File: config.mk
export PLATFORM = sky130hd
export DESIGN_NAME = accel_threshold_step_counter_unit
export DESIGN_NICKNAME = d
export VERILOG_FILES = /design/src/design/atsc_pkg.sv /design/src/design/accel_threshold_step_counter_unit.sv /design/src/design/atsc_lane.sv /design/src/design/atsc_core.sv
export SDC_FILE = /design/constraint.sdc
export NUM_CORES = 2
export LEC_CHECK = 0
export ABC_AREA = 0
export BUFFER_PORTS_ARGS = -buffer_cell sky130_fd_sc_hd__clkbuf_2
export CAP_MARGIN = 30
export CORE_MARGIN = 2
export CORE_UTILIZATION = 53
export CTS_BUF_LIST = sky130_fd_sc_hd__clkbuf_8
export DETAILED_ROUTE_END_ITERATION = 10
export GPL_TIMING_DRIVEN = 0
export PLACE_DENSITY = 0.7
export SLEW_MARGIN = 15
export SYNTH_ARGS = -nofsm -noshare
export SYNTH_HDL_FRONTEND = slang
export SYNTH_SLANG_ARGS = --single-unit
File: constraint.sdc
create_clock -name i_clk -period 12.5 [get_ports i_clk]
set_input_delay 1.25 -clock i_clk [delete_from_list [all_inputs] [get_ports i_clk]]
set_output_delay 1.25 -clock i_clk [all_outputs]
set_load 0.005 [all_outputs]
File: src/design/atsc_pkg.sv
`timescale 1ns / 1ps
`default_nettype none
package atsc_pkg;

    localparam int unsigned SAMPLE_W = 13;
    localparam int unsigned SUM_W    = 15;
    localparam int unsigned MAG_W    = 14;
    localparam int unsigned LIMIT_W  = 13;
    localparam int unsigned COUNT_W  = 20;
    localparam int unsigned PHASE_W  = 11;
    localparam int unsigned CFG_IDX_W = 2;
    localparam int unsigned CFG_DAT_W = 20;

    // floor(x * 21846 / 2^16) equals floor(x / 3) for x up to 3 * 4096
    localparam logic [15:0] RECIP3     = 16'd21846;
    localparam logic [LIMIT_W-1:0]  EXCESS_LIMIT  = 13'd200;
    localparam logic [LIMIT_W-1:0]  YZ_LIMIT_STEP = 13'd2;
    localparam logic [LIMIT_W-1:0]  LIMIT_CEIL    = 13'd8191;
    localparam logic [LIMIT_W-1:0]  LIMIT_RESET   = 13'd205;
    localparam logic [PHASE_W-1:0]  PHASE_LAST    = 11'd1999;
    localparam logic [COUNT_W-1:0]  GOAL_TOTAL    = 20'd10000;
    localparam logic [COUNT_W-1:0]  COUNT_MAX     = 20'hFFFFF;

    localparam logic [CFG_IDX_W-1:0] CFG_X_THR   = 2'd0;
    localparam logic [CFG_IDX_W-1:0] CFG_YZ_MIN  = 2'd1;
    localparam logic [CFG_IDX_W-1:0] CFG_YZ_MAX  = 2'd2;
    localparam logic [CFG_IDX_W-1:0] CFG_RECORD  = 2'd3;

    typedef struct packed {
        logic signed [SAMPLE_W-1:0] avg;
        logic signed [SAMPLE_W-1:0] first;
    } t_lane_out;

    // abs(|cur| - |last|)
    function automatic logic [LIMIT_W-1:0] change_of(
        input logic signed [SAMPLE_W-1:0] cur,
        input logic signed [SAMPLE_W-1:0] last
    );
        logic [SAMPLE_W-1:0] a_cur;
        logic [SAMPLE_W-1:0] a_last;
        logic signed [SAMPLE_W:0] diff;
        a_cur  = cur[SAMPLE_W-1] ? SAMPLE_W'(-cur) : SAMPLE_W'(cur);
        a_last = last[SAMPLE_W-1] ? SAMPLE_W'(-last) : SAMPLE_W'(last);
        diff   = $signed({1'b0, a_cur}) - $signed({1'b0, a_last});
        change_of = diff[SAMPLE_W] ? LIMIT_W'(-diff) : LIMIT_W'(diff);
    endfunction

endpackage
`default_nettype wire

File: src/design/accel_threshold_step_counter_unit.sv
// Threshold step counter: each input transaction carries three samples per axis. Three
// axis lanes average their samples (truncated toward zero) in a first register stage, then
// a merge stage compares the changes against the baseline, adapts the y/z thresholds and,
// on a batch_end transaction, counts at most one step and loads one result into the output
// register. One transaction is accepted every cycle while o_ready is high; a result
// passes through the lane register, then the output register, and can be held between.
// Only a batch_end transaction arriving while an earlier result still waits untaken
// holds the input, since the output register is the single result slot. Configuration
// is written on i_cfg_we/i_cfg_index/i_cfg_data while idle, which only the user ensures.
`timescale 1ns / 1ps
`default_nettype none
module accel_threshold_step_counter_unit
    import atsc_pkg::*;
(
    input  wire logic                       i_clk,
    input  wire logic                       i_rst_n,
    input  wire logic                       i_cfg_we,
    input  wire logic [CFG_IDX_W-1:0]       i_cfg_index,
    input  wire logic [CFG_DAT_W-1:0]       i_cfg_data,
    input  wire logic                       i_valid,
    output logic                            o_ready,
    input  wire logic signed [SAMPLE_W-1:0] i_sample_x0,
    input  wire logic signed [SAMPLE_W-1:0] i_sample_x1,
    input  wire logic signed [SAMPLE_W-1:0] i_sample_x2,
    input  wire logic signed [SAMPLE_W-1:0] i_sample_y0,
    input  wire logic signed [SAMPLE_W-1:0] i_sample_y1,
    input  wire logic signed [SAMPLE_W-1:0] i_sample_y2,
    input  wire logic signed [SAMPLE_W-1:0] i_sample_z0,
    input  wire logic signed [SAMPLE_W-1:0] i_sample_z1,
    input  wire logic signed [SAMPLE_W-1:0] i_sample_z2,
    input  wire logic                       i_vibrating,
    input  wire logic                       i_batch_end,
    output logic                            o_valid,
    input  wire logic                       i_ready,
    output logic [COUNT_W-1:0]              o_step_total,
    output logic                            o_step_taken,
    output logic                            o_milestone,
    output logic                            o_goal_reached,
    output logic                            o_new_record
);

    logic      load;
    t_lane_out lane_x, lane_y, lane_z;

    atsc_lane u_lane_x (
        .i_clk  (i_clk),
        .i_load (load),
        .i_s0   (i_sample_x0),
        .i_s1   (i_sample_x1),
        .i_s2   (i_sample_x2),
        .o_lane (lane_x)
    );

    atsc_lane u_lane_y (
        .i_clk  (i_clk),
        .i_load (load),
        .i_s0   (i_sample_y0),
        .i_s1   (i_sample_y1),
        .i_s2   (i_sample_y2),
        .o_lane (lane_y)
    );

    atsc_lane u_lane_z (
        .i_clk  (i_clk),
        .i_load (load),
        .i_s0   (i_sample_z0),
        .i_s1   (i_sample_z1),
        .i_s2   (i_sample_z2),
        .o_lane (lane_z)
    );

    atsc_core u_core (
        .i_clk          (i_clk),
        .i_rst_n        (i_rst_n),
        .i_cfg_we       (i_cfg_we),
        .i_cfg_index    (i_cfg_index),
        .i_cfg_data     (i_cfg_data),
        .i_valid        (i_valid),
        .o_ready        (o_ready),
        .i_vibrating    (i_vibrating),
        .i_batch_end    (i_batch_end),
        .o_load         (load),
        .i_lane_x       (lane_x),
        .i_lane_y       (lane_y),
        .i_lane_z       (lane_z),
        .o_valid        (o_valid),
        .i_ready        (i_ready),
        .o_step_total   (o_step_total),
        .o_step_taken   (o_step_taken),
        .o_milestone    (o_milestone),
        .o_goal_reached (o_goal_reached),
        .o_new_record   (o_new_record)
    );

endmodule
`default_nettype wire

File: src/design/atsc_lane.sv
`timescale 1ns / 1ps
`default_nettype none
module atsc_lane
    import atsc_pkg::*;
(
    input  wire logic                       i_clk,
    input  wire logic                       i_load,
    input  wire logic signed [SAMPLE_W-1:0] i_s0,
    input  wire logic signed [SAMPLE_W-1:0] i_s1,
    input  wire logic signed [SAMPLE_W-1:0] i_s2,
    output t_lane_out                       o_lane
);

    logic signed [SUM_W-1:0]    sum;
    logic [MAG_W-1:0]           mag;
    logic [29:0]                prod;
    logic [SAMPLE_W-1:0]        quot;
    logic signed [SAMPLE_W-1:0] n_avg;
    t_lane_out                  r_lane;

    always_comb begin
        sum  = SUM_W'(i_s0) + SUM_W'(i_s1) + SUM_W'(i_s2);
        mag  = sum[SUM_W-1] ? MAG_W'(-sum) : MAG_W'(sum);
        prod = 30'(mag) * 30'(RECIP3);
        quot = prod[28:16];
        // truncation toward zero: divide the magnitude, then restore the sign
        n_avg = sum[SUM_W-1] ? $signed(SAMPLE_W'(-quot)) : $signed(quot);
    end

    always_ff @(posedge i_clk) begin
        if (i_load) begin
            r_lane.avg   <= n_avg;
            r_lane.first <= i_s0;
        end
    end

    assign o_lane = r_lane;

endmodule
`default_nettype wire

File: src/design/atsc_core.sv
`timescale 1ns / 1ps
`default_nettype none
module atsc_core
    import atsc_pkg::*;
(
    input  wire logic                  i_clk,
    input  wire logic                  i_rst_n,
    input  wire logic                  i_cfg_we,
    input  wire logic [CFG_IDX_W-1:0]  i_cfg_index,
    input  wire logic [CFG_DAT_W-1:0]  i_cfg_data,
    input  wire logic                  i_valid,
    output logic                       o_ready,
    input  wire logic                  i_vibrating,
    input  wire logic                  i_batch_end,
    output logic                       o_load,
    input  wire t_lane_out             i_lane_x,
    input  wire t_lane_out             i_lane_y,
    input  wire t_lane_out             i_lane_z,
    output logic                       o_valid,
    input  wire logic                  i_ready,
    output logic [COUNT_W-1:0]         o_step_total,
    output logic                       o_step_taken,
    output logic                       o_milestone,
    output logic                       o_goal_reached,
    output logic                       o_new_record
);

    logic [LIMIT_W-1:0] r_x_thr, r_yz_min, r_yz_max;
    logic [COUNT_W-1:0] r_record;

    logic r_s1_valid, r_s1_vib, r_s1_batch;
    logic s1_fire;

    logic signed [SAMPLE_W-1:0] r_base_x, r_base_y, r_base_z;
    logic signed [SAMPLE_W-1:0] r_avg_x, r_avg_y, r_avg_z;
    logic signed [SAMPLE_W-1:0] n_avg_x, n_avg_y, n_avg_z;
    logic [2:0]         r_hits, n_hits;
    logic               r_started;
    logic [LIMIT_W-1:0] r_y_limit, r_z_limit, n_y_limit, n_z_limit;
    logic [COUNT_W-1:0] r_count, n_count;
    logic [PHASE_W-1:0] r_phase, n_phase;
    logic               r_armed, n_armed;
    logic               qualify, bumped, rec_hit, mile_hit, goal_hit;
    logic [COUNT_W-1:0] count_inc;

    logic               r_o_valid, r_o_taken, r_o_mile, r_o_goal, r_o_rec;
    logic [COUNT_W-1:0] r_o_total;

    logic [LIMIT_W-1:0] dx, dy, dz;
    logic               hy, hz;

    function automatic logic [LIMIT_W-1:0] adapt(
        input logic [LIMIT_W-1:0] delta,
        input logic [LIMIT_W-1:0] limit,
        input logic [LIMIT_W-1:0] lo,
        input logic [LIMIT_W-1:0] hi
    );
        logic [LIMIT_W-1:0] l;
        logic [LIMIT_W:0]   raised;
        l = limit;
        adapt = limit;
        if (delta >= limit && (delta - limit) > EXCESS_LIMIT) begin
            if (l > hi) begin
                l = hi;
            end else if (l < lo) begin
                l = lo;
            end
            if (l < hi) begin
                raised = {1'b0, l} + {1'b0, YZ_LIMIT_STEP};
                l = raised[LIMIT_W] ? LIMIT_CEIL : raised[LIMIT_W-1:0];
            end
            adapt = l;
        end
    endfunction

    // a batch transaction needs the output register free
    assign s1_fire = r_s1_valid && !(r_s1_batch && r_o_valid && !i_ready);
    assign o_ready = !r_s1_valid || s1_fire;
    assign o_load  = i_valid && o_ready;

    always_comb begin
        dx = change_of(i_lane_x.avg, r_base_x);
        dy = change_of(i_lane_y.avg, r_base_y);
        dz = change_of(i_lane_z.avg, r_base_z);
        hy = dy >= r_y_limit;
        hz = dz >= r_z_limit;

        n_avg_x   = r_avg_x;
        n_avg_y   = r_avg_y;
        n_avg_z   = r_avg_z;
        n_hits    = r_hits;
        n_y_limit = r_y_limit;
        n_z_limit = r_z_limit;
        if (r_started) begin
            n_avg_x   = i_lane_x.avg;
            n_avg_y   = i_lane_y.avg;
            n_avg_z   = i_lane_z.avg;
            n_hits    = r_hits | {hz, hy, dx >= r_x_thr};
            n_y_limit = adapt(dy, r_y_limit, r_yz_min, r_yz_max);
            n_z_limit = adapt(dz, r_z_limit, r_yz_min, r_yz_max);
        end

        qualify   = n_hits[0] && (n_hits[1] || n_hits[2]) && !r_s1_vib;
        bumped    = qualify && (r_count != COUNT_MAX);
        count_inc = r_count + COUNT_W'(1);
        n_count   = bumped ? count_inc : r_count;
        n_phase   = r_phase;
        if (bumped) begin
            n_phase = (r_phase == PHASE_LAST) ? '0 : r_phase + PHASE_W'(1);
        end
        rec_hit  = bumped && r_armed && (r_record != '0) && (count_inc > r_record);
        n_armed  = r_armed && !rec_hit;
        mile_hit = bumped && (r_phase == PHASE_LAST);
        goal_hit = mile_hit && (count_inc >= GOAL_TOTAL);
    end

    always_ff @(posedge i_clk) begin
        if (!i_rst_n) begin
            r_x_thr  <= 13'd75;
            r_yz_min <= 13'd175;
            r_yz_max <= 13'd205;
            r_record <= '0;
        end else if (i_cfg_we) begin
            unique case (i_cfg_index)
                CFG_X_THR:  r_x_thr  <= i_cfg_data[LIMIT_W-1:0];
                CFG_YZ_MIN: r_yz_min <= i_cfg_data[LIMIT_W-1:0];
                CFG_YZ_MAX: r_yz_max <= i_cfg_data[LIMIT_W-1:0];
                CFG_RECORD: r_record <= i_cfg_data[COUNT_W-1:0];
                default: ;
            endcase
        end
    end

    always_ff @(posedge i_clk) begin
        if (!i_rst_n) begin
            r_s1_valid <= 1'b0;
        end else if (o_ready) begin
            r_s1_valid <= i_valid;
        end
    end

    always_ff @(posedge i_clk) begin
        if (o_load) begin
            r_s1_vib   <= i_vibrating;
            r_s1_batch <= i_batch_end;
        end
    end

    always_ff @(posedge i_clk) begin
        if (!i_rst_n) begin
            r_base_x  <= '0;
            r_base_y  <= '0;
            r_base_z  <= '0;
            r_avg_x   <= '0;
            r_avg_y   <= '0;
            r_avg_z   <= '0;
            r_hits    <= '0;
            r_started <= 1'b0;
            r_y_limit <= LIMIT_RESET;
            r_z_limit <= LIMIT_RESET;
            r_count   <= '0;
            r_phase   <= '0;
            r_armed   <= 1'b1;
        end else if (s1_fire) begin
            r_avg_x   <= n_avg_x;
            r_avg_y   <= n_avg_y;
            r_avg_z   <= n_avg_z;
            r_y_limit <= n_y_limit;
            r_z_limit <= n_z_limit;
            r_started <= 1'b1;
            if (r_s1_batch) begin
                r_base_x <= n_avg_x;
                r_base_y <= n_avg_y;
                r_base_z <= n_avg_z;
                r_hits   <= '0;
                r_count  <= n_count;
                r_phase  <= n_phase;
                r_armed  <= n_armed;
            end else begin
                r_hits <= n_hits;
                if (!r_started) begin
                    r_base_x <= i_lane_x.first;
                    r_base_y <= i_lane_y.first;
                    r_base_z <= i_lane_z.first;
                end
            end
        end
    end

    always_ff @(posedge i_clk) begin
        if (!i_rst_n) begin
            r_o_valid <= 1'b0;
        end else if (s1_fire && r_s1_batch) begin
            r_o_valid <= 1'b1;
        end else if (i_ready) begin
            r_o_valid <= 1'b0;
        end
    end

    always_ff @(posedge i_clk) begin
        if (s1_fire && r_s1_batch) begin
            r_o_total <= n_count;
            r_o_taken <= qualify;
            r_o_mile  <= mile_hit;
            r_o_goal  <= goal_hit;
            r_o_rec   <= rec_hit;
        end
    end

    assign o_valid        = r_o_valid;
    assign o_step_total   = r_o_total;
    assign o_step_taken   = r_o_taken;
    assign o_milestone    = r_o_mile;
    assign o_goal_reached = r_o_goal;
    assign o_new_record   = r_o_rec;

    a_phase_range: assert property (@(posedge i_clk) disable iff (!i_rst_n)
        r_phase <= PHASE_LAST)
        else $error("milestone phase out of range");

    a_flags_need_step: assert property (@(posedge i_clk) disable iff (!i_rst_n)
        r_o_valid && !r_o_taken |-> !r_o_mile && !r_o_goal && !r_o_rec)
        else $error("flag raised without a counted step");

    a_goal_is_mile: assert property (@(posedge i_clk) disable iff (!i_rst_n)
        r_o_valid && r_o_goal |-> r_o_mile && r_phase == '0)
        else $error("goal flag without milestone");

    a_record_once: assert property (@(posedge i_clk) disable iff (!i_rst_n)
        $fell(r_armed) |-> r_o_valid && r_o_rec)
        else $error("record disarmed without reporting");

    a_batch_held: assert property (@(posedge i_clk) disable iff (!i_rst_n)
        r_o_valid && !i_ready && r_s1_valid && r_s1_batch |=> r_s1_valid)
        else $error("batch transaction dropped while output stalled");

endmodule
`default_nettype wire
==> reports/metrics.yaml <==
status: "finished clean"
hold_path.class: "reg2reg"
max-slew-margin-rel_pct: 32.3
drv_slew: 0
fin_cells: 5311
worst_ep_required_time_ps: 12880
dp_cells: 5207
ys_top_cells_by_area: "ha_1 18%, fa_1 11%, dfxtp_1 11%"
clock.fmax_ghz: 0.0913
ctsHoldBuffers: 0
drt-vias-per-instance: 5.74
path_common_cell: "fa_1"
grt_pass1_vias: 29763
cts_setup_buffers: 0
crit_arrival_ps: 11340
cts_buffer_depth: 3
port_buffers: 170
tightest_slew_ps: 1010
synthCells: 4168
r2r-end: "u_core.o_step_total[2]"
drt-initial-drc-count: 2054
fp.dieW_um: 263
ys_ff_latch: 305
post-place-ws_ps: 869
wire_per_inst_um: 17.6
grt.total_usage_pct: 27.0
clock_latency_ps: 670
cts_resized: 0
final_util_pct: 58.7
startpoint_type: "input port"
path_class: "in2reg"
synth_edf_count: 104
grt_max_degree: 26
async_reset_ff_share_pct: 0
cp-end-kind: "flop"
synth_cell_types: 99
worstRegToRegCells: 31
synth_top_area_share_pct: 17.9
final_antenna_net_count: 0
setup_ws_ps: 1550
cts_sinks: 305
maxCapViolations: 0
syn_to_final_growth_pct: 9.16
cts_max_level: 2
finalWeightedCongestion: 0.961
setup_viol: 0
synthFlopType: "dfxtp_1"
numCtsBuffers: 54
initial_core_util_pct: 53.8
critPathLaunch: "i_sample_z0[7]"
grt_pass1_wl_mm: 153
cts_tree: "built"
finClkSkew_ps: 71.9
grt_setup_unrepaired: "no"
die_area_mm2: 0.0692
worstReg2RegStart: "u_core.r_base_z[12]"
top_level_ports: 172
finalSetupTns_ps: 0
die_h_um: 263
period_needed_ps: 10950
wirelength_mm: 93.6
cp_slowest_cell: "a221oi_1"
syn_area_mm2: 0.0356
first_pass_iters: 9
drive_above_1_share_pct: 7.65
cpPeakStageDelay_ps: 790
overflow: 0
dp_hpwl_mm: 77.3
coreArea_mm2: 0.0661
synth_top_area_cell: "ha_1"
seq_area_frac_synth_pct: 20.1
path_clk_slew_ps: 60
synth_area_per_cell_um2: 8.53
ys_warn_count: 0
crit_fanout: 10
drc: 0
crit_path_end: "u_lane_z.o_lane[24]"
cts_root_buf: "clkbuf_8"
antenna_found_initial: 1
min_period_over_period_pct: 87.6
vias: 30469
synth.net_count: 5028
nets: 5261
r2r_setup_slack_ps: 4250
row_count: 94
hold_violations: 0
==> cell usage in the layout, fill, tap and decap left out, types with 14 or more instances in the layout <==
cell type and count:
clkbuf_1 117, o21a_1 28, o31ai_1 45, o31a_1 14, xor2_1 118, a21o_1 90
or3_1 57, nor2b_1 33, a211oi_1 93, nand4_1 41, a21oi_1 257, fa_1 204
nand3_1 77, or4_1 23, nor2_1 267, xnor2_1 201, edfxtp_1 104, nor4_1 30
a31oi_1 41, clkbuf_8 67, a21boi_0 23, nor3_1 82, nand2b_1 38, o41ai_1 15
mux2i_1 57, nand2_1 322, o21bai_1 15, or2_2 21, o211ai_1 30, and2_1 31
and3_1 39, ha_1 510, clkbuf_2 170, inv_1 556, o21ai_0 168, dfxtp_1 201
nor3b_1 22
==> layout make-up <==
cell class,instances,area [um^2]
flip-flops and latches,305,7150
clock buffers,67,922
repair buffers,177,991
clock inverters,34,246
well taps,864,1080
diodes,1,2.50
multi-input cells,3184,25900
plain buffers,137,539
fillers,6062,27300
inverters,542,2030
==> cells in the mapped netlist, types with 38 or more instances <==
cell / number
o31ai_1: 45
nand2_1: 322
mux2i_1: 57
xnor2_1: 201
edfxtp_1: 104
dfxtp_1: 201
clkbuf_1: 117
nor2_1: 267
o21ai_0: 168
nand4_1: 41
fa_1: 204
a21o_1: 90
xor2_1: 118
nand3_1: 77
inv_1: 541
a21oi_1: 257
and3_1: 39
ha_1: 510
a211oi_1: 93
a31oi_1: 42
or3_1: 57
nand2b_1: 38
nor3_1: 82
==> cells by family (layout without fill, tap and decap cells) <==
group / Yosys count / in the layout / synth area share (%)
xor+xnor: 321 / 321 / 7.99
mux: 66 / 66 / 1.89
other cells: 0 / 1 / 0
flops: 305 / 305 / 20.1
simple gates: 1134 / 1134 / 15.8
buf+inv: 679 / 957 / 7.24
compound gates: 949 / 949 / 17.5
fa+ha+maj: 714 / 714 / 29.4
==> worst min path at each step <==
stage	cells after the start	to	from	slack [ps]
2_1_floorplan	2	u_core.r_x_thr[10]	u_core.r_x_thr[10]	440
3_3_place_gp	2	u_core.r_yz_max[12]	u_core.r_yz_max[12]	450
3_5_place_dp	2	u_core.r_yz_max[12]	u_core.r_yz_max[12]	450
4_1_cts	2	u_core.r_yz_max[12]	u_core.r_yz_max[12]	450
5_1_grt	2	u_core.r_x_thr[2]	u_core.r_x_thr[2]	480
6_report	2	u_core.r_yz_max[12]	u_core.r_yz_max[12]	450
==> worst max-delay path, delay by kind of cell <==
kind	cells	cell delay, ps
fa+ha+maj	9	3940
compound gates	9	3060
simple gates	7	1400
buf+inv	4	610
xor+xnor	2	550
mux	1	500
==> state kept, by name, summed over array words and instances (netlist names), 20 cells and up <==
register	flops
u_lane_x.o_lane	26
u_lane_y.o_lane	26
u_lane_z.o_lane	26
u_core.o_step_total	20
u_core.r_count	20
u_core.r_record	20
==> layer usage <==
metal	global-route usage, %	vias up	wire [um]
li1	-	15114	-
met4	9.11	0	3090
met2	44.1	934	41800
met3	3.97	191	5980
met5	0	-	0
met1	36.6	14230	42800
==> through the flow <==
step           area (um^2)  hold WS, ps
4_1_cts              38800          455
3_3_place_gp         37500          446
3_5_place_dp         37600          446
6_report             38800          454
5_1_grt              38800          483
2_1_floorplan        35600          436
Power is left out: the tool's default activity adds up to more than one toggle a clock period on the data nets, which glitch-free logic cannot reach.
